<file path="src/dfda_pkg.sv">
// Package: shared types, codes and helpers of the deferred-free descriptor allocator.
`timescale 1ns / 1ps

package dfda_pkg;

  // Widths fixed by the item fields
  localparam int unsigned ADDR_W     = 64;
  localparam int unsigned SLOT_OUT_W = 10;
  localparam int unsigned CAP_W      = 11;
  localparam int unsigned STRIDE_W   = 9;
  localparam int unsigned CFG_IDX_W  = 3;
  // Internal command fields sized for the largest parameter values
  localparam int unsigned CMD_IDX_W   = 16;
  localparam int unsigned CMD_FRAME_W = 3;

  localparam int unsigned DEF_MAX_SLOTS = 1024;
  localparam int unsigned DEF_FRAMES    = 3;

  typedef enum logic [1:0] {
    OP_ALLOC   = 2'd0,
    OP_FREE    = 2'd1,
    OP_PROCESS = 2'd2,
    OP_BAD     = 2'd3
  } opcode_t;

  typedef enum logic [1:0] {
    ST_OK      = 2'd0,
    ST_FULL    = 2'd1,
    ST_INVALID = 2'd2,
    ST_RANGE   = 2'd3
  } status_t;

  typedef enum logic [CFG_IDX_W-1:0] {
    REG_CAPACITY       = 3'd0,
    REG_SLOT_STRIDE    = 3'd1,
    REG_CPU_BASE       = 3'd2,
    REG_GPU_BASE       = 3'd3,
    REG_SHADER_VISIBLE = 3'd4
  } reg_index_t;

  // What the back end has to do with a classified item
  typedef enum logic [1:0] {
    K_ALLOC  = 2'd0,
    K_FREE   = 2'd1,
    K_PROC   = 2'd2,
    K_REJECT = 2'd3
  } kind_t;

  typedef struct packed {
    logic [1:0]        opcode;
    logic [ADDR_W-1:0] handle_address;
    logic [1:0]        frame_slot;
  } req_t;

  typedef struct packed {
    logic [1:0]            status;
    logic [SLOT_OUT_W-1:0] slot_index;
    logic [ADDR_W-1:0]     cpu_address;
    logic [ADDR_W-1:0]     gpu_address;
  } rsp_t;

  typedef struct packed {
    logic [CAP_W-1:0]    capacity;
    logic [STRIDE_W-1:0] slot_stride;
    logic [ADDR_W-1:0]   cpu_base;
    logic [ADDR_W-1:0]   gpu_base;
    logic                shader_visible;
  } cfg_t;

  typedef struct packed {
    kind_t                  kind;
    status_t                status;
    logic [CMD_IDX_W-1:0]   idx;
    logic [CMD_FRAME_W-1:0] frame;
  } cmd_t;

  // A zero stride behaves as a stride of one
  function automatic logic [STRIDE_W-1:0] eff_stride(input logic [STRIDE_W-1:0] s);
    return (s == '0) ? STRIDE_W'(1) : s;
  endfunction

endpackage

</file>
<file path="src/dfda_fifo.sv">
// Two-entry command queue between the front and back ends.
`timescale 1ns / 1ps

module dfda_fifo (
  input  logic          clk,
  input  logic          rst,
  input  logic          push,
  input  dfda_pkg::cmd_t push_data,
  output logic          full,
  input  logic          pop,
  output dfda_pkg::cmd_t pop_data,
  output logic          empty
);
  import dfda_pkg::*;

  cmd_t       mem [2];
  logic       wr_ptr;
  logic       rd_ptr;
  logic [1:0] count;

  assign full     = (count == 2'd2);
  assign empty    = (count == 2'd0);
  assign pop_data = mem[rd_ptr];

  // Storage needs no reset
  always_ff @(posedge clk) begin
    if (push && !full) begin
      mem[wr_ptr] <= push_data;
    end
  end

  always_ff @(posedge clk) begin
    if (rst) begin
      wr_ptr <= 1'b0;
      rd_ptr <= 1'b0;
      count  <= 2'd0;
    end else begin
      if (push && !full) begin
        wr_ptr <= !wr_ptr;
      end
      if (pop && !empty) begin
        rd_ptr <= !rd_ptr;
      end
      unique case ({push && !full, pop && !empty})
        2'b10:   count <= count + 2'd1;
        2'b01:   count <= count - 2'd1;
        default: count <= count;
      endcase
    end
  end

endmodule

</file>
<file path="config.mk">
export PLATFORM = sky130hd
export DESIGN_NAME = dfda_fifo
export DESIGN_NICKNAME = d
export VERILOG_FILES = /design/src/dfda_pkg.sv /design/src/dfda_fifo.sv
export SDC_FILE = /design/constraint.sdc
export NUM_CORES = 1
export LEC_CHECK = 0
export ABC_CLOCK_PERIOD_IN_PS = 4500
export BUFFER_PORTS_ARGS = -buffer_cell sky130_fd_sc_hd__buf_2
export CAP_MARGIN = 10
export CORE_UTILIZATION = 40
export CTS_CLUSTER_DIAMETER = 60
export DETAILED_ROUTE_END_ITERATION = 10
export PLACE_DENSITY = 0.63
export SLEW_MARGIN = 30
export SYNTH_ARGS = -nofsm -noshare
export SYNTH_HDL_FRONTEND = slang
export SYNTH_SLANG_ARGS = --single-unit
</file>
<file path="constraint.sdc">
create_clock -name clk -period 4.5 [get_ports clk]
set_clock_uncertainty 0.05 [all_clocks]
set_input_delay 0 -clock clk [delete_from_list [all_inputs] [get_ports clk]]
set_output_delay 0 -clock clk [all_outputs]
set_load 0.01 [all_outputs]
</file>
Yosys cells after proc, flatten, opt, wreduce, memory -nomap -nowiden
Memories as Yosys holds them, arrays and structs flattened. A register that Yosys moved wholly into a read port is not among the register bits.
Cells that the tools add are included.
- bits in writable memories: 46
- bits in registers: 4
- input port bits: 27
- output and inout port bits: 25
- memories kept: 1
- add/subtract/negate cells: 2
- reduce and logical (&&, ||, !) cells: 8
- muxes and demuxes: 5
- eq/ne operators: 3
- memories (name ; depth ; bits a word ; rd ports ; clocked after Yosys merged registers in ; wr ports ; line ; text):
    mem ; 2 ; 23 ; 1 ; 1 ; 1 ; dfda_fifo.sv:16 ; cmd_t mem [2];
- operators with widths (operator ; number):
    $eq 2x2->1 const B ; 2
    $logic_not 1->1 ; 4
    $mux 1 ; 4
    $pmux 2 s2 ; 1
    $add 2x1->2 const B ; 1
    $eq 2x1->1 const B ; 1
    $logic_and 1x1->1 ; 2
    $logic_not 2->1 ; 1
    $reduce_bool 2->1 ; 1
    $sub 2x1->2 const B ; 1

Longest topological paths before layout
- depth in word-level cells: 5
- depth in mapped cells: 6
- depth with buffers taken out: 6

Worst setup path after synthesis
Ideal clock, no wire load.
- kind: flip-flop to flip-flop
- start point: reg count[0]
- end point: mem mem[0][0] in the netlist's numbering (enable)
- arrival time: 1.386 ns
- clock period less this slack: 1.814 ns
- slack: 2.686 ns
- stages on the path, launching flop included: 5
- setup time: 0.378 ns
- buffers on the path: 0
- cells stage by stage: dfxtp_1 > nand2b_2 > inv_2 > or3_1 > inv_1
- longest elaborated chain between the ends: 5
- ends and longest elaborated chain (what ; line ; text):
    from (decl) ; dfda_fifo.sv:19 ; logic [1:0] count;
    from (signal assigned) ; dfda_fifo.sv:45 ; 2'b10: count <= count + 2'd1;
    from (signal assigned) ; dfda_fifo.sv:46 ; 2'b01: count <= count - 2'd1;
    from (signal assigned) ; dfda_fifo.sv:47 ; default: count <= count;
    $eq 2x2->1 ; dfda_fifo.sv:21 ; assign full = (count == 2'd2);
    net full ; dfda_fifo.sv:9 ; output logic full,
    $logic_not 1->1 ; dfda_fifo.sv:27 ; if (push && !full) begin
    $logic_and 1x1->1 ; dfda_fifo.sv:27 ;
    $mux 1 ; dfda_fifo.sv:27 ;
    $mux 1 (not written as such) ; dfda_fifo.sv:28 ; mem[wr_ptr] <= push_data;
    to (decl) ; dfda_fifo.sv:16 ;
The timed path passes the listed nets, and every way through them passes these cells.

Worst setup path after layout
- start point: reg count[0]
- end point: mem mem[0][18] in the netlist's numbering (enable)
- longest elaborated chain between the ends: 5
- ends and longest elaborated chain (what ; line):
    $eq 2x2->1 ; dfda_fifo.sv:21
    $logic_not 1->1 ; dfda_fifo.sv:27
    $logic_and 1x1->1 ; dfda_fifo.sv:27
    $mux 1 ; dfda_fifo.sv:27
    $mux 1 (not written as such) ; dfda_fifo.sv:28
Every way passes these cells.

==> flow_metrics.tcl <==
set metrics [dict create \
    setup_tns_ns 0 \
    worstSkewPairLatency_ns 0.29 \
    post-route-min-period_ns 2.09 \
    clk_pin_slew_ns 0.08 \
    gp_congestion 0.631 \
    hold_class "in2reg" \
    max_freq_mhz 479 \
    p_sw_w 0.000360 \
    die_y_um 70.5 \
    final_core_util_pct 58.1 \
    fillerInstances 359 \
    synthToLayoutAreaGrowth_pct 36.8 \
    ant_nets 0 \
    topRoutingLayerUsed "met4" \
    hold_violations 0 \
    irDropWorstVdd_mv 0.291 \
    slew_headroom_pct 40.6 \
    drive_above_1_share_pct 43.3 \
    dpl.hpwl_mm 2.13 \
    drtPass1Iterations 4 \
    layout_commonest_cell "buf_2" \
    setup_viol 0 \
    p_clk_share_pct 26.9 \
    pwr-share-comb_pct 24.7 \
    ctsHoldBuffers 24 \
    root_buffer "clkbuf_8" \
    htree_levels 2 \
    critical_path_class "reg2reg" \
    grt_pass1_wl_mm 5.14 \
    drt-initial-drc-count 51 \
    switching_share_pct 26.5 \
    rsz0062_at_grt "false" \
    maxCapViolCount 0 \
    worst_ep_required_time_ns 4.38 \
    internal_power_w 0.000997 \
    diodes 0 \
    fin_crit_sh_pct 46.4 \
    grt_antenna_before_repair 0 \
    wl_met3_um 195 \
    power.leakage_nw 0.988 \
    cp_max_fo 23 \
    drv_slew 0 \
    cts.repair.resized 0 \
    synthDistinctLibCells 18 \
    crit_path_end_kind "flop" \
    synth.avg_cell_area_um2 19.3 \
    syn_nets 125 \
    cts_tree "built" \
    cts_num_sinks 51 \
    routed_wl_mm 3.22 \
    wl_met2_mm 1.61 \
    tightestPinTransition_ns 0.890 \
    outcome "completed" \
    layout.nets 205 \
    ys_warn_count 0 \
    wl_met1_mm 1.34 \
    route.detailed.drc 0 \
    post_cts_buffers 0 \
    drt-vias-per-instance 4.75 \
    portBuffers 51 \
    grt-ovfl-total 0 \
    start_kind "flop" \
    io_pins 52 \
    ys_seq_elements 51 \
    grt_max_degree 24 \
    die_w_um 70.5 \
    first_global_vias 1175 \
    rows 24 \
    seq_power_share_pct 48.4 \
    ys_seq_area_share_pct 79.0 \
    cts.path.max_buffers 2 \
    core-area_mm2 0.00441 \
    wl_per_cell_um 14.0 \
    cts_buffers 5 \
    grt_use_total_pct 14.1 \
    vias 1093 \
    fp.dieArea_mm2 0.00496 \
    powerDensity_mw_per_mm2 530 \
    cp.arrival_ns 1.97 \
    final_cell_mix "51 x buf_2, 46 x edfxtp_1, 24 x dlygate4sd3_1" \
    syn_area_mm2 0.00187 \
    initial_utilization_pct 42.5 \
    syn_inst 97 \
]
## metrics by stage
| step | worst slack, ns | hold slack, ns | power (W) | instances | area (µm²) |
|---|---|---|---|---|---|
| finish | 2.41 | 0.0728 | 0.00136 | 230 | 2560 |
| global route | 2.28 | 0.0813 | 0.00143 | 230 | 2560 |
| CTS | 2.39 | 0.0570 | 0.00137 | 230 | 2560 |
| detailed placement | 2.40 | 0.144 | 0.000994 | 198 | 2190 |
| global placement | 2.49 | 0.140 | 0.000978 | 198 | 2180 |
| floorplan | 2.69 | 0.0191 | 0.000864 | 97 | 1870 |
## synthesized netlist by cell type
| cell type | count | area (µm²) |
|---|---|---|
| mux2_1 | 9 | 101 |
| inv_1 | 2 | 7.51 |
| xnor2_1 | 2 | 17.5 |
| or3_1 | 2 | 12.5 |
| nor2_1 | 4 | 15.0 |
| a21oi_1 | 2 | 10.0 |
| inv_2 | 1 | 3.75 |
| o21ai_0 | 2 | 10.0 |
| edfxtp_1 | 46 | 1380 |
| dfxtp_1 | 5 | 100 |
| mux2_2 | 14 | 158 |
| o21a_1 | 1 | 7.51 |
| buf_2 | 2 | 10.0 |
| and3_1 | 1 | 6.26 |
| nand2b_2 | 1 | 8.76 |
| xor2_1 | 1 | 8.76 |
| nand2_1 | 1 | 3.75 |
| ha_1 | 1 | 12.5 |
## area by class of cell
class / instances / area [µm²] / area share (%)
Sequential cell: 51 / 1480 / 57.8
Clock buffer: 5 / 68.8 / 2.68
Multi-Input combinational cell: 41 / 373 / 14.5
Timing Repair Buffer: 75 / 495 / 19.3
Tap cell: 52 / 65.1 / 2.54
Inverter: 3 / 11.3 / 0.439
Clock inverter: 3 / 67.6 / 2.64
## registers in the layout, summed over array words and instances (netlist names), named ones only
| register | flops |
|---|---|
| mem | 46 |
| count | 2 |
| rd_ptr | 1 |
| wr_ptr | 1 |
## worst paths after layout
kind                            slack, ns  startpoint         end  cells after the start
worst max register to register       2.41    count[0]  mem[0][18]                      4
worst min-delay path                 0.07        push      wr_ptr                      4
worst max-delay path                 2.41    count[0]  mem[0][18]                      4
worst min register to register       0.44      wr_ptr      wr_ptr                      2
## per-layer routing
| layer | up-vias | GRT usage (%) |
|---|---|---|
| met3 | 8 | 3.90 |
| li1 | 526 | - |
| met4 | 0 | 8.00 |
| met1 | 519 | 15.7 |
| met5 | - | 0 |
| met2 | 40 | 24.0 |
## cell families after synthesis
group,after synthesis,synth area share (%)
and+or+nand+nor,9,2.47
adders and majority gates,1,0.667
buffers and inverters,5,1.13
muxes,23,13.8
AOI/OAI and AO/OA,5,1.47
xor gates and xnor gates,3,1.40
DFF,51,79.0
## power by group through the flow
stage               Clock (W)  Combinational, W  Sequential [W]
CTS                  0.000372          0.000342        0.000660
finish               0.000366          0.000335        0.000657
floorplan                   0          0.000230        0.000634
detailed placement          0          0.000322        0.000672
global placement            0          0.000314        0.000664
global route         0.000393          0.000363        0.000669
## critical path, stage by stage, from the launching register on
cell and delay [ns]:
dfxtp_1 0.43, nand2b_2 0.18, inv_2 0.04, or3_1 0.34
inv_1 0.67
Note: power is estimated with default switching activity, not from simulation.
