File: src/dfda_pkg.sv
// Package: shared types, codes and helpers of the deferred-free descriptor allocator.
`timescale 1ns / 1ps

package dfda_pkg;

  // Widths fixed by the item fields
  localparam int unsigned ADDR_W     = 64;
  localparam int unsigned SLOT_OUT_W = 10;
  localparam int unsigned CAP_W      = 11;
  localparam int unsigned STRIDE_W   = 9;
  localparam int unsigned CFG_IDX_W  = 3;
  // Internal command fields sized for the largest parameter values
  localparam int unsigned CMD_IDX_W   = 16;
  localparam int unsigned CMD_FRAME_W = 3;

  localparam int unsigned DEF_MAX_SLOTS = 1024;
  localparam int unsigned DEF_FRAMES    = 3;

  typedef enum logic [1:0] {
    OP_ALLOC   = 2'd0,
    OP_FREE    = 2'd1,
    OP_PROCESS = 2'd2,
    OP_BAD     = 2'd3
  } opcode_t;

  typedef enum logic [1:0] {
    ST_OK      = 2'd0,
    ST_FULL    = 2'd1,
    ST_INVALID = 2'd2,
    ST_RANGE   = 2'd3
  } status_t;

  typedef enum logic [CFG_IDX_W-1:0] {
    REG_CAPACITY       = 3'd0,
    REG_SLOT_STRIDE    = 3'd1,
    REG_CPU_BASE       = 3'd2,
    REG_GPU_BASE       = 3'd3,
    REG_SHADER_VISIBLE = 3'd4
  } reg_index_t;

  // What the back end has to do with a classified item
  typedef enum logic [1:0] {
    K_ALLOC  = 2'd0,
    K_FREE   = 2'd1,
    K_PROC   = 2'd2,
    K_REJECT = 2'd3
  } kind_t;

  typedef struct packed {
    logic [1:0]        opcode;
    logic [ADDR_W-1:0] handle_address;
    logic [1:0]        frame_slot;
  } req_t;

  typedef struct packed {
    logic [1:0]            status;
    logic [SLOT_OUT_W-1:0] slot_index;
    logic [ADDR_W-1:0]     cpu_address;
    logic [ADDR_W-1:0]     gpu_address;
  } rsp_t;

  typedef struct packed {
    logic [CAP_W-1:0]    capacity;
    logic [STRIDE_W-1:0] slot_stride;
    logic [ADDR_W-1:0]   cpu_base;
    logic [ADDR_W-1:0]   gpu_base;
    logic                shader_visible;
  } cfg_t;

  typedef struct packed {
    kind_t                  kind;
    status_t                status;
    logic [CMD_IDX_W-1:0]   idx;
    logic [CMD_FRAME_W-1:0] frame;
  } cmd_t;

  // A zero stride behaves as a stride of one
  function automatic logic [STRIDE_W-1:0] eff_stride(input logic [STRIDE_W-1:0] s);
    return (s == '0) ? STRIDE_W'(1) : s;
  endfunction

endpackage

File: src/dfda_front.sv
// Front end: accepts requests, checks them and turns free addresses into slot indices.
`timescale 1ns / 1ps

module dfda_front #(
  parameter int unsigned MAX_SLOTS = dfda_pkg::DEF_MAX_SLOTS,
  parameter int unsigned FRAMES    = dfda_pkg::DEF_FRAMES
) (
  input  logic           clk,
  input  logic           rst,
  input  logic           req_valid,
  output logic           req_stall,
  input  dfda_pkg::req_t req,
  input  dfda_pkg::cfg_t cfg,
  input  logic           busy,
  output logic           push,
  output dfda_pkg::cmd_t push_data,
  input  logic           full
);
  import dfda_pkg::*;

  localparam int unsigned CW    = $clog2(MAX_SLOTS + 1);
  localparam int unsigned STEPS = 4;                 // quotient bits per cycle
  localparam int unsigned ITERS = ADDR_W / STEPS;
  localparam int unsigned IT_W  = $clog2(ITERS);

  typedef enum logic [2:0] {
    F_IDLE = 3'b001,
    F_DIV  = 3'b010,
    F_PUSH = 3'b100
  } fstate_t;

  fstate_t             state;
  logic [ADDR_W-1:0]   dq;      // dividend shifting out, quotient shifting in
  logic [STRIDE_W-1:0] rem;
  logic [IT_W-1:0]     iter;
  logic [CMD_FRAME_W-1:0] frame_r;

  logic [STRIDE_W-1:0] stride;
  logic [CW-1:0]       cap_eff;
  logic [ADDR_W-1:0]   diff;
  logic                frame_bad;
  logic                accept;
  logic [ADDR_W-1:0]   dq_next;
  logic [STRIDE_W-1:0] rem_next;
  cmd_t                cmd_now;

  assign stride    = eff_stride(cfg.slot_stride);
  assign cap_eff   = (32'(cfg.capacity) > 32'(MAX_SLOTS)) ? CW'(MAX_SLOTS) : CW'(cfg.capacity);
  assign diff      = req.handle_address - cfg.cpu_base;
  assign frame_bad = ({2'b00, req.frame_slot} >= 4'(FRAMES));
  assign req_stall = (state != F_IDLE) || full || busy;
  assign accept    = req_valid && !req_stall;

  // Four restoring division steps on the narrow remainder
  always_comb begin
    logic [STRIDE_W:0]   r2;
    logic [ADDR_W-1:0]   d;
    logic [STRIDE_W-1:0] r;
    d = dq;
    r = rem;
    for (int k = 0; k < STEPS; k++) begin
      r2 = {r, d[ADDR_W-1]};
      if (r2 >= {1'b0, stride}) begin
        r2 = r2 - {1'b0, stride};
        d  = {d[ADDR_W-2:0], 1'b1};
      end else begin
        d  = {d[ADDR_W-2:0], 1'b0};
      end
      r = r2[STRIDE_W-1:0];
    end
    dq_next  = d;
    rem_next = r;
  end

  // Classification of an item that needs no division
  always_comb begin
    cmd_now        = '0;
    cmd_now.frame  = CMD_FRAME_W'(req.frame_slot);
    cmd_now.status = ST_OK;
    unique case (opcode_t'(req.opcode))
      OP_ALLOC: cmd_now.kind = K_ALLOC;
      OP_PROCESS: begin
        cmd_now.kind = frame_bad ? K_REJECT : K_PROC;
        if (frame_bad) begin
          cmd_now.status = ST_RANGE;
        end
      end
      OP_FREE: begin
        cmd_now.kind = K_REJECT;
        if (req.handle_address == '0) begin
          cmd_now.status = ST_INVALID;
        end else begin
          cmd_now.status = ST_RANGE;
        end
      end
      default: begin
        cmd_now.kind   = K_REJECT;
        cmd_now.status = ST_RANGE;
      end
    endcase
  end

  // Push: immediate for plain items, after the divider for a free
  always_comb begin
    push      = 1'b0;
    push_data = cmd_now;
    if (state == F_PUSH) begin
      push            = 1'b1;
      push_data       = '0;
      push_data.frame = frame_r;
      if (rem != '0 || dq >= ADDR_W'(cap_eff)) begin
        push_data.kind   = K_REJECT;
        push_data.status = ST_RANGE;
      end else begin
        push_data.kind   = K_FREE;
        push_data.status = ST_OK;
        push_data.idx    = CMD_IDX_W'(dq);
      end
    end else if (accept) begin
      push = !(req.opcode == OP_FREE && req.handle_address != '0 && !frame_bad
               && req.handle_address >= cfg.cpu_base);
    end
  end

  always_ff @(posedge clk) begin
    if (rst) begin
      state <= F_IDLE;
    end else begin
      unique case (state)
        F_IDLE: begin
          if (accept && req.opcode == OP_FREE && req.handle_address != '0 && !frame_bad
              && req.handle_address >= cfg.cpu_base) begin
            state <= F_DIV;
          end
        end
        F_DIV: begin
          if (iter == IT_W'(ITERS - 1)) begin
            state <= F_PUSH;
          end
        end
        F_PUSH: begin
          if (!full) begin
            state <= F_IDLE;
          end
        end
        default: state <= F_IDLE;
      endcase
    end
  end

  // Divider datapath
  always_ff @(posedge clk) begin
    if (state == F_IDLE) begin
      dq      <= diff;
      rem     <= '0;
      iter    <= '0;
      frame_r <= CMD_FRAME_W'(req.frame_slot);
    end else if (state == F_DIV) begin
      dq   <= dq_next;
      rem  <= rem_next;
      iter <= iter + IT_W'(1);
    end
  end

endmodule

File: config.mk
export PLATFORM = sky130hd
export DESIGN_NAME = dfda_front
export DESIGN_NICKNAME = d
export VERILOG_FILES = /design/src/dfda_pkg.sv /design/src/dfda_front.sv
export SDC_FILE = /design/constraint.sdc
export NUM_CORES = 1
export LEC_CHECK = 0
export ABC_AREA = 0
export BUFFER_PORTS_ARGS = -buffer_cell sky130_fd_sc_hd__buf_2
export CORE_MARGIN = 3
export CORE_UTILIZATION = 30
export CTS_BUF_LIST = sky130_fd_sc_hd__clkbuf_16
export CTS_CLUSTER_SIZE = 20
export DETAILED_ROUTE_END_ITERATION = 7
export PLACE_DENSITY = 0.53
export SYNTH_ARGS = -nofsm -noshare
export SYNTH_HDL_FRONTEND = slang
export SYNTH_SLANG_ARGS = --single-unit
File: constraint.sdc
create_clock -name clk -period 9.94 [get_ports clk]
set_input_delay 1.988 -clock clk [delete_from_list [all_inputs] [get_ports clk]]
set_output_delay 1.988 -clock clk [all_outputs]
set_load 0.01 [all_outputs]
# == Yosys cells after proc, flatten, opt, wreduce, memory -nomap -nowiden ==
# Index checks and enable logic that the tools add are counted.
# word_totals
input_bits,222
out_inout_bits,25
reg_bits,82
elab_cells,76
# classes
n_addsub,6
reduce_logical,21
n_eq_ne,10
mux,26
magnitude_cmp,8
# ops
op,n
2-to-1 mux 64 bit,2
>= comparator 64 x 11 -> 1 bit,1
>= comparator 64 bit,1
logical NOT 64 bit,1
nonzero test 64 bit,1
subtractor 64 bit,1
2-to-1 mux 9 bit,5
>= comparator 10 x 9 -> 1 bit,4
subtractor 9 bit,4
2-to-1 mux 23 bit,1
2-to-1 mux 16 bit,1
> comparator 11 bit (second input constant),1
2-to-1 mux 11 bit,1
logical NOT 9 bit,1
2-to-1 mux 3 bit,3
case mux 3 bit (3 select lines),1
nonzero test 9 bit,1
logical AND 1 bit,8
2-to-1 mux 1 bit,8
!= test 2 bit (second input constant),3
case mux 2 bit (3 select lines),1
adder 4 x 1 -> 4 bit (second input constant),1
equality test 4 bit (second input constant),1
2-to-1 mux 4 bit,1
other kinds (14),18

# == Depth between registers and ports, before layout ==
# depth
word_depth,12
depth_mapped,42
ltp_nobuf,39

# == Worst setup path after synthesis ==
# No wires, ideal clock.
# synth_path
path_kind,input to register
startpoint,input port cfg[130] (netlist bit)
endpoint,"register dq[0], data pin"
stages,38
setup_time_ns,0.269
arrival_ns,9.618
n_path_buf,3
setup_slack_ns,0.053
t_required_ns,9.671
path_cell_list,nor4_1 > a41o_1 > ha_1 > inv_1 > fa_1 > a211oi_2 > o21ai_1 > a31oi_1 > o21a_1 > buf_2 > mux2_2 > ha_1 > nor2b_1 > o21ai_1 > a21oi_1 > o31ai_1 > o211a_1 > mux2i_1 > [2 not listed] > o21ai_0 > a21oi_1 > o21ai_0 > nand4_1 > o32ai_2 > buf_4 > o21ai_0 > fa_1 > a21o_1 > a21oi_1 > o211ai_1 > o21bai_1 > a21oi_1 > o21ai_0 > a21o_2 > buf_4 > nor2_1 > a21oi_1
# synth_between
elab_chain_len,12
elab_cells_between_ends,15
classes_between,add/sub (3); order compare (4); mux (7); reduce/logical (1)
# synth_lines
item,line_no,text
start: declaration,dfda_front.sv:13,"input dfda_pkg::cfg_t cfg,"
logical NOT 9 bit,dfda_pkg.sv:79,return (s == '0) ? STRIDE_W'(1) : s;
2-to-1 mux 9 bit (*),dfda_pkg.sv:79,
subtractor 9 bit / >= comparator 10 x 9 -> 1 bit (equally long branches),"dfda_front.sv:64, dfda_front.sv:63",
2-to-1 mux 9 bit,dfda_front.sv:63,"if (r2 >= {1'b0, stride}) begin"
subtractor 9 bit / >= comparator 10 x 9 -> 1 bit (equally long branches),"dfda_front.sv:64, dfda_front.sv:63",
2-to-1 mux 9 bit,dfda_front.sv:63,
subtractor 9 bit / >= comparator 10 x 9 -> 1 bit (equally long branches),"dfda_front.sv:64, dfda_front.sv:63",
2-to-1 mux 9 bit,dfda_front.sv:63,
>= comparator 10 x 9 -> 1 bit (*),dfda_front.sv:63,
2-to-1 mux 1 bit (*),dfda_front.sv:63,
2-to-1 mux 64 bit (*),dfda_front.sv:158,end else if (state == F_DIV) begin
2-to-1 mux 64 bit (*),dfda_front.sv:153,if (state == F_IDLE) begin
end signal: assignment,dfda_front.sv:154,dq <= diff;
end signal: assignment,dfda_front.sv:159,dq <= dq_next;
end: declaration,dfda_front.sv:33,logic [ADDR_W-1:0] dq;
# Mark *: on every way between the ends. The rest lies on a longest branch, timed or not. The select of a mux whose other input is x is not followed.
# A chain may end at the register's enable or synchronous reset.

# == Worst setup path after layout ==
# layout_path
startpoint,input port cfg[130] (netlist bit)
endpoint,register rem[0]
# layout_between
elab_chain_len,10
elab_cells_between_ends,14
classes_between,add/sub (4); order compare (4); mux (5); reduce/logical (1)
# layout_lines
item,line_no,text
logical NOT 9 bit,dfda_pkg.sv:79,
2-to-1 mux 9 bit (*),dfda_pkg.sv:79,
subtractor 9 bit / >= comparator 10 x 9 -> 1 bit (equally long branches),"dfda_front.sv:64, dfda_front.sv:63",
2-to-1 mux 9 bit,dfda_front.sv:63,
subtractor 9 bit / >= comparator 10 x 9 -> 1 bit (equally long branches),"dfda_front.sv:64, dfda_front.sv:63",
2-to-1 mux 9 bit,dfda_front.sv:63,
subtractor 9 bit / >= comparator 10 x 9 -> 1 bit (equally long branches),"dfda_front.sv:64, dfda_front.sv:63",
2-to-1 mux 9 bit,dfda_front.sv:63,
>= comparator 10 x 9 -> 1 bit,dfda_front.sv:63,
2-to-1 mux 9 bit (*),dfda_front.sv:63,
end signal: assignment,dfda_front.sv:160,rem <= rem_next;
end: declaration,dfda_front.sv:34,logic [STRIDE_W-1:0] rem;
# Mark *: on every way between the ends. The rest lies on a longest branch, timed or not.

==> metrics.txt <==
element type at the critical path end register; Clock Path Buffers 2; count of different cell masters after synthesis 77; Final Instance Count excl. Fillers 1949; final hold slack 0.4924 ns; GR Overflow Total 0; Area contributors post-synth sky130_fd_sc_hd__edfxtp_1 20%, sky130_fd_sc_hd__ha_1 14%, sky130_fd_sc_hd__nand2_1 5.5%; number of clock sinks seen by CTS 82; skew final 0.008065 ns; Top Ports 247; area of the die 36030 µm²; Hold Path Class reg -> reg; root buffer cell sky130_fd_sc_hd__clkbuf_16; wire length after detailed routing 33470 µm; maximum capacitance violations 0; detailed-route DRC error count 0; peak clock frequency supported by timing 104.2 MHz; switching share of power 0.3654; DIE WIDTH 189.8 µm; initial standard-cell utilization of the core 0.3077; detailed placer's ending HPWL 27890 µm; Cell Int Power 895.1 µW; total power after layout 1410 µW; sequential area share after synthesis 0.2271; vias in the first global route 10.10k; largest incremental delay on the critical path 0.42 ns; footprint of the flip-flops and latches 2302 µm²; Buffers on Ports 175; kind of critical path in -> reg; via count 10.14k; first-pass GRT wire length 53110 µm; Cells after Synth 1294; fin. max-slew vios 0; largest net degree at the start of global routing 75; slew at the pin closest to its max-slew limit 1.101 ns; post-route antenna net violation count 0; combinational power share 0.398; Via density 5.205; proportion of power drawn by flip-flops and latches 0.352; proportion of power drawn by the clock network 0.250; largest area contributor in the netlist sky130_fd_sc_hd__edfxtp_1; yosys warns 0; hold buffers post-CTS 0; post-route worst setup slack 0.3391 ns; critical path startpoint category input pin; Critical Path Start cfg[130]; Starting DRT DRC Count 584; flop and latch count out of synthesis 82; # H-tree levels 3; TritonCTS clock tree built; net switching power figure 515.3 µW; cell repeated most along the worst path sky130_fd_sc_hd__buf_4; Final Hold Violating Endpoints 0; highest-delay cell along the critical path sky130_fd_sc_hd__fa_1; worst setup slack before clock tree synthesis -0.2245 ns; number of CTS-inserted buffers 9; average wire per cell in the routed design 17.17 µm; GRT Overall Usage 0.1828; multi-input combinational cell area 7272 µm²; total leakage power 0.005678 µW; primary flip-flop cell chosen by synthesis mapping sky130_fd_sc_hd__edfxtp_1; arrival time at the worst endpoint 9.84 ns; post-route core utilization 0.3731; Final Wtd Congestion 0.9178; synthesized area 10140 µm²; clock-pin transition on the worst setup and hold timing paths 0.06 ns; worst IR drop on VDD 0.00007732 V; power density of the placed cells 114.7 nW/µm²; final critical-path required period 9.601 ns; post-layout net count 1840; R2R Path Start dq[63]; Skew-Pair Late Insertion Delay 0.35 ns; Core Rows 66; count of endpoints failing setup in the final report 0; Detailed Routing Iterations Pass 1 5; total instance count after detailed placement 1929; Final period util 0.9659; share of cells above drive strength 1 0.2072; tightest slew margin relative to the limit 0.2562; run status finished clean; area added between synthesis and finish 21.27%; antenna violations before repair 0; height of the die 189.8 µm; number of flops mapped to enable cells by yosys 66; average footprint of a synthesized cell 7.834 µm²; HP Start iter[1]; area of the core 32950 µm²; final-layout fill cell count 3528; required time at the worst-slack endpoint 10.18 ns; proportion of register bits with asynchronous set or reset after synthesis 0; area fraction of the dominant cell type after synthesis 0.1955; Max Fanout on Critical Path 8
[placed cells by master (no fill, tap or decap), types with 12 or more instances in the layout]
| cell | n |
|---|---|
| sky130_fd_sc_hd__a21o_1 | 73 |
| sky130_fd_sc_hd__ha_1 | 110 |
| sky130_fd_sc_hd__xor2_1 | 34 |
| sky130_fd_sc_hd__dfxtp_1 | 16 |
| sky130_fd_sc_hd__o21a_1 | 16 |
| sky130_fd_sc_hd__o21bai_1 | 16 |
| sky130_fd_sc_hd__o21ai_0 | 99 |
| sky130_fd_sc_hd__inv_1 | 113 |
| sky130_fd_sc_hd__a21oi_1 | 101 |
| sky130_fd_sc_hd__nand3_1 | 24 |
| sky130_fd_sc_hd__nor2_1 | 52 |
| sky130_fd_sc_hd__and2_1 | 17 |
| sky130_fd_sc_hd__nor3_1 | 20 |
| sky130_fd_sc_hd__buf_4 | 72 |
| sky130_fd_sc_hd__nor4_1 | 38 |
| sky130_fd_sc_hd__nand2_1 | 148 |
| sky130_fd_sc_hd__xnor2_1 | 42 |
| sky130_fd_sc_hd__nand4_1 | 39 |
| sky130_fd_sc_hd__buf_2 | 175 |
| sky130_fd_sc_hd__a31oi_1 | 16 |
| sky130_fd_sc_hd__edfxtp_1 | 66 |
| sky130_fd_sc_hd__mux2_2 | 13 |
| sky130_fd_sc_hd__nor2b_1 | 12 |
[Yosys cell counts (5+ instances only)]
cell and count:
sky130_fd_sc_hd__nand2_1 149, sky130_fd_sc_hd__inv_1 114, sky130_fd_sc_hd__ha_1 112, sky130_fd_sc_hd__a21oi_1 106, sky130_fd_sc_hd__o21ai_0 105, sky130_fd_sc_hd__a21o_1 73, sky130_fd_sc_hd__edfxtp_1 66, sky130_fd_sc_hd__nor2_1 52
sky130_fd_sc_hd__clkbuf_1 43, sky130_fd_sc_hd__xnor2_1 42, sky130_fd_sc_hd__nand4_1 39, sky130_fd_sc_hd__nor4_1 38, sky130_fd_sc_hd__xor2_1 34, sky130_fd_sc_hd__nand3_1 24, sky130_fd_sc_hd__nor3_1 20, sky130_fd_sc_hd__and2_1 17
sky130_fd_sc_hd__o21a_1 17, sky130_fd_sc_hd__a31oi_1 16, sky130_fd_sc_hd__dfxtp_1 16, sky130_fd_sc_hd__o21bai_1 16, sky130_fd_sc_hd__mux2_2 14, sky130_fd_sc_hd__mux2i_1 12, sky130_fd_sc_hd__nor2b_1 12, sky130_fd_sc_hd__o31ai_1 12
sky130_fd_sc_hd__and3_1 11, sky130_fd_sc_hd__nand2b_1 11, sky130_fd_sc_hd__o211ai_1 10, sky130_fd_sc_hd__o21ai_1 9, sky130_fd_sc_hd__buf_4 8, sky130_fd_sc_hd__nand3b_1 6, sky130_fd_sc_hd__fa_1 5
[registers in the layout, indices dropped and copies added, names as in the netlist]
name and cells:
state 3, dq 64, iter 4, rem 9, frame_r 2
[worst max-delay path: cells and delay by family]
family	cells	cell delay (ns)
AOI/OAI and AO/OA	22	3.80
adders and majority gates	5	1.62
buffers and inverters	7	0.98
muxes	3	0.87
and+or+nand+nor	4	0.60
[power groups by stage]
| stage | Sequential [µW] | Combinational [µW] | Clock, µW |
|---|---|---|---|
| finish | 496 | 562 | 352 |
| detailed placement | 503 | 550 | 0 |
| global route | 505 | 633 | 370 |
| global placement | 502 | 545 | 0 |
| CTS | 496 | 553 | 358 |
| floorplan | 480 | 375 | 0 |
[final cells by class]
cell class              instances  share of cell area
repair buffers                248              0.1161
diodes                          1           0.0002036
clock inverters                 7            0.006107
clock buffers                   9             0.01832
multi-input cells            1044              0.5916
well taps                     442             0.04499
inverters                     116             0.03542
flip-flops and latches         82              0.1873
[what timing repair did]
action / in CTS / in global routing
buffers inserted: 0 / 2
resized for setup: 0 / 25
setup endpoints to repair: 0 / 10
[cell families (layout without fill, tap and decap cells)]
kind of cell	Yosys count	in the layout	synth area share
mux	26	26	0.02740
fa+ha+maj	117	117	0.1481
compound gates	419	420	0.2682
other cells	1	7	0.0003699
flops	82	82	0.2271
xor+xnor	76	76	0.06566
buf+inv	174	380	0.06776
simple gates	399	399	0.1954
[layer usage]
metal | wire length (µm) | vias up | part of all wire | global-route usage
li1 | - | 5149 | - | -
met2 | 16030 | 232 | 0.48 | 0.3194
met5 | 0 | - | 0 | 0
met1 | 15770 | 4736 | 0.47 | 0.2493
met4 | 395 | 0 | 0.012 | 0.03469
met3 | 1273 | 27 | 0.038 | 0.01364
[final timing paths]
kind,endpoint,cells after the start,slack (ns)
max,rem[0],41,0.34
min,iter[1],2,0.49
max reg2reg,rem[0],39,2.19
min reg2reg,iter[1],2,0.49
[metrics by stage]
step / TNS [ns] / instance area [µm²]
2_1_floorplan: 0 / 10160
3_3_place_gp: -1.456 / 11880
3_5_place_dp: -1.925 / 11880
4_1_cts: 0 / 12180
5_1_grt: -0.7688 / 12290
6_report: 0 / 12290
No activity file was read; power rests on OpenSTA's default activity.
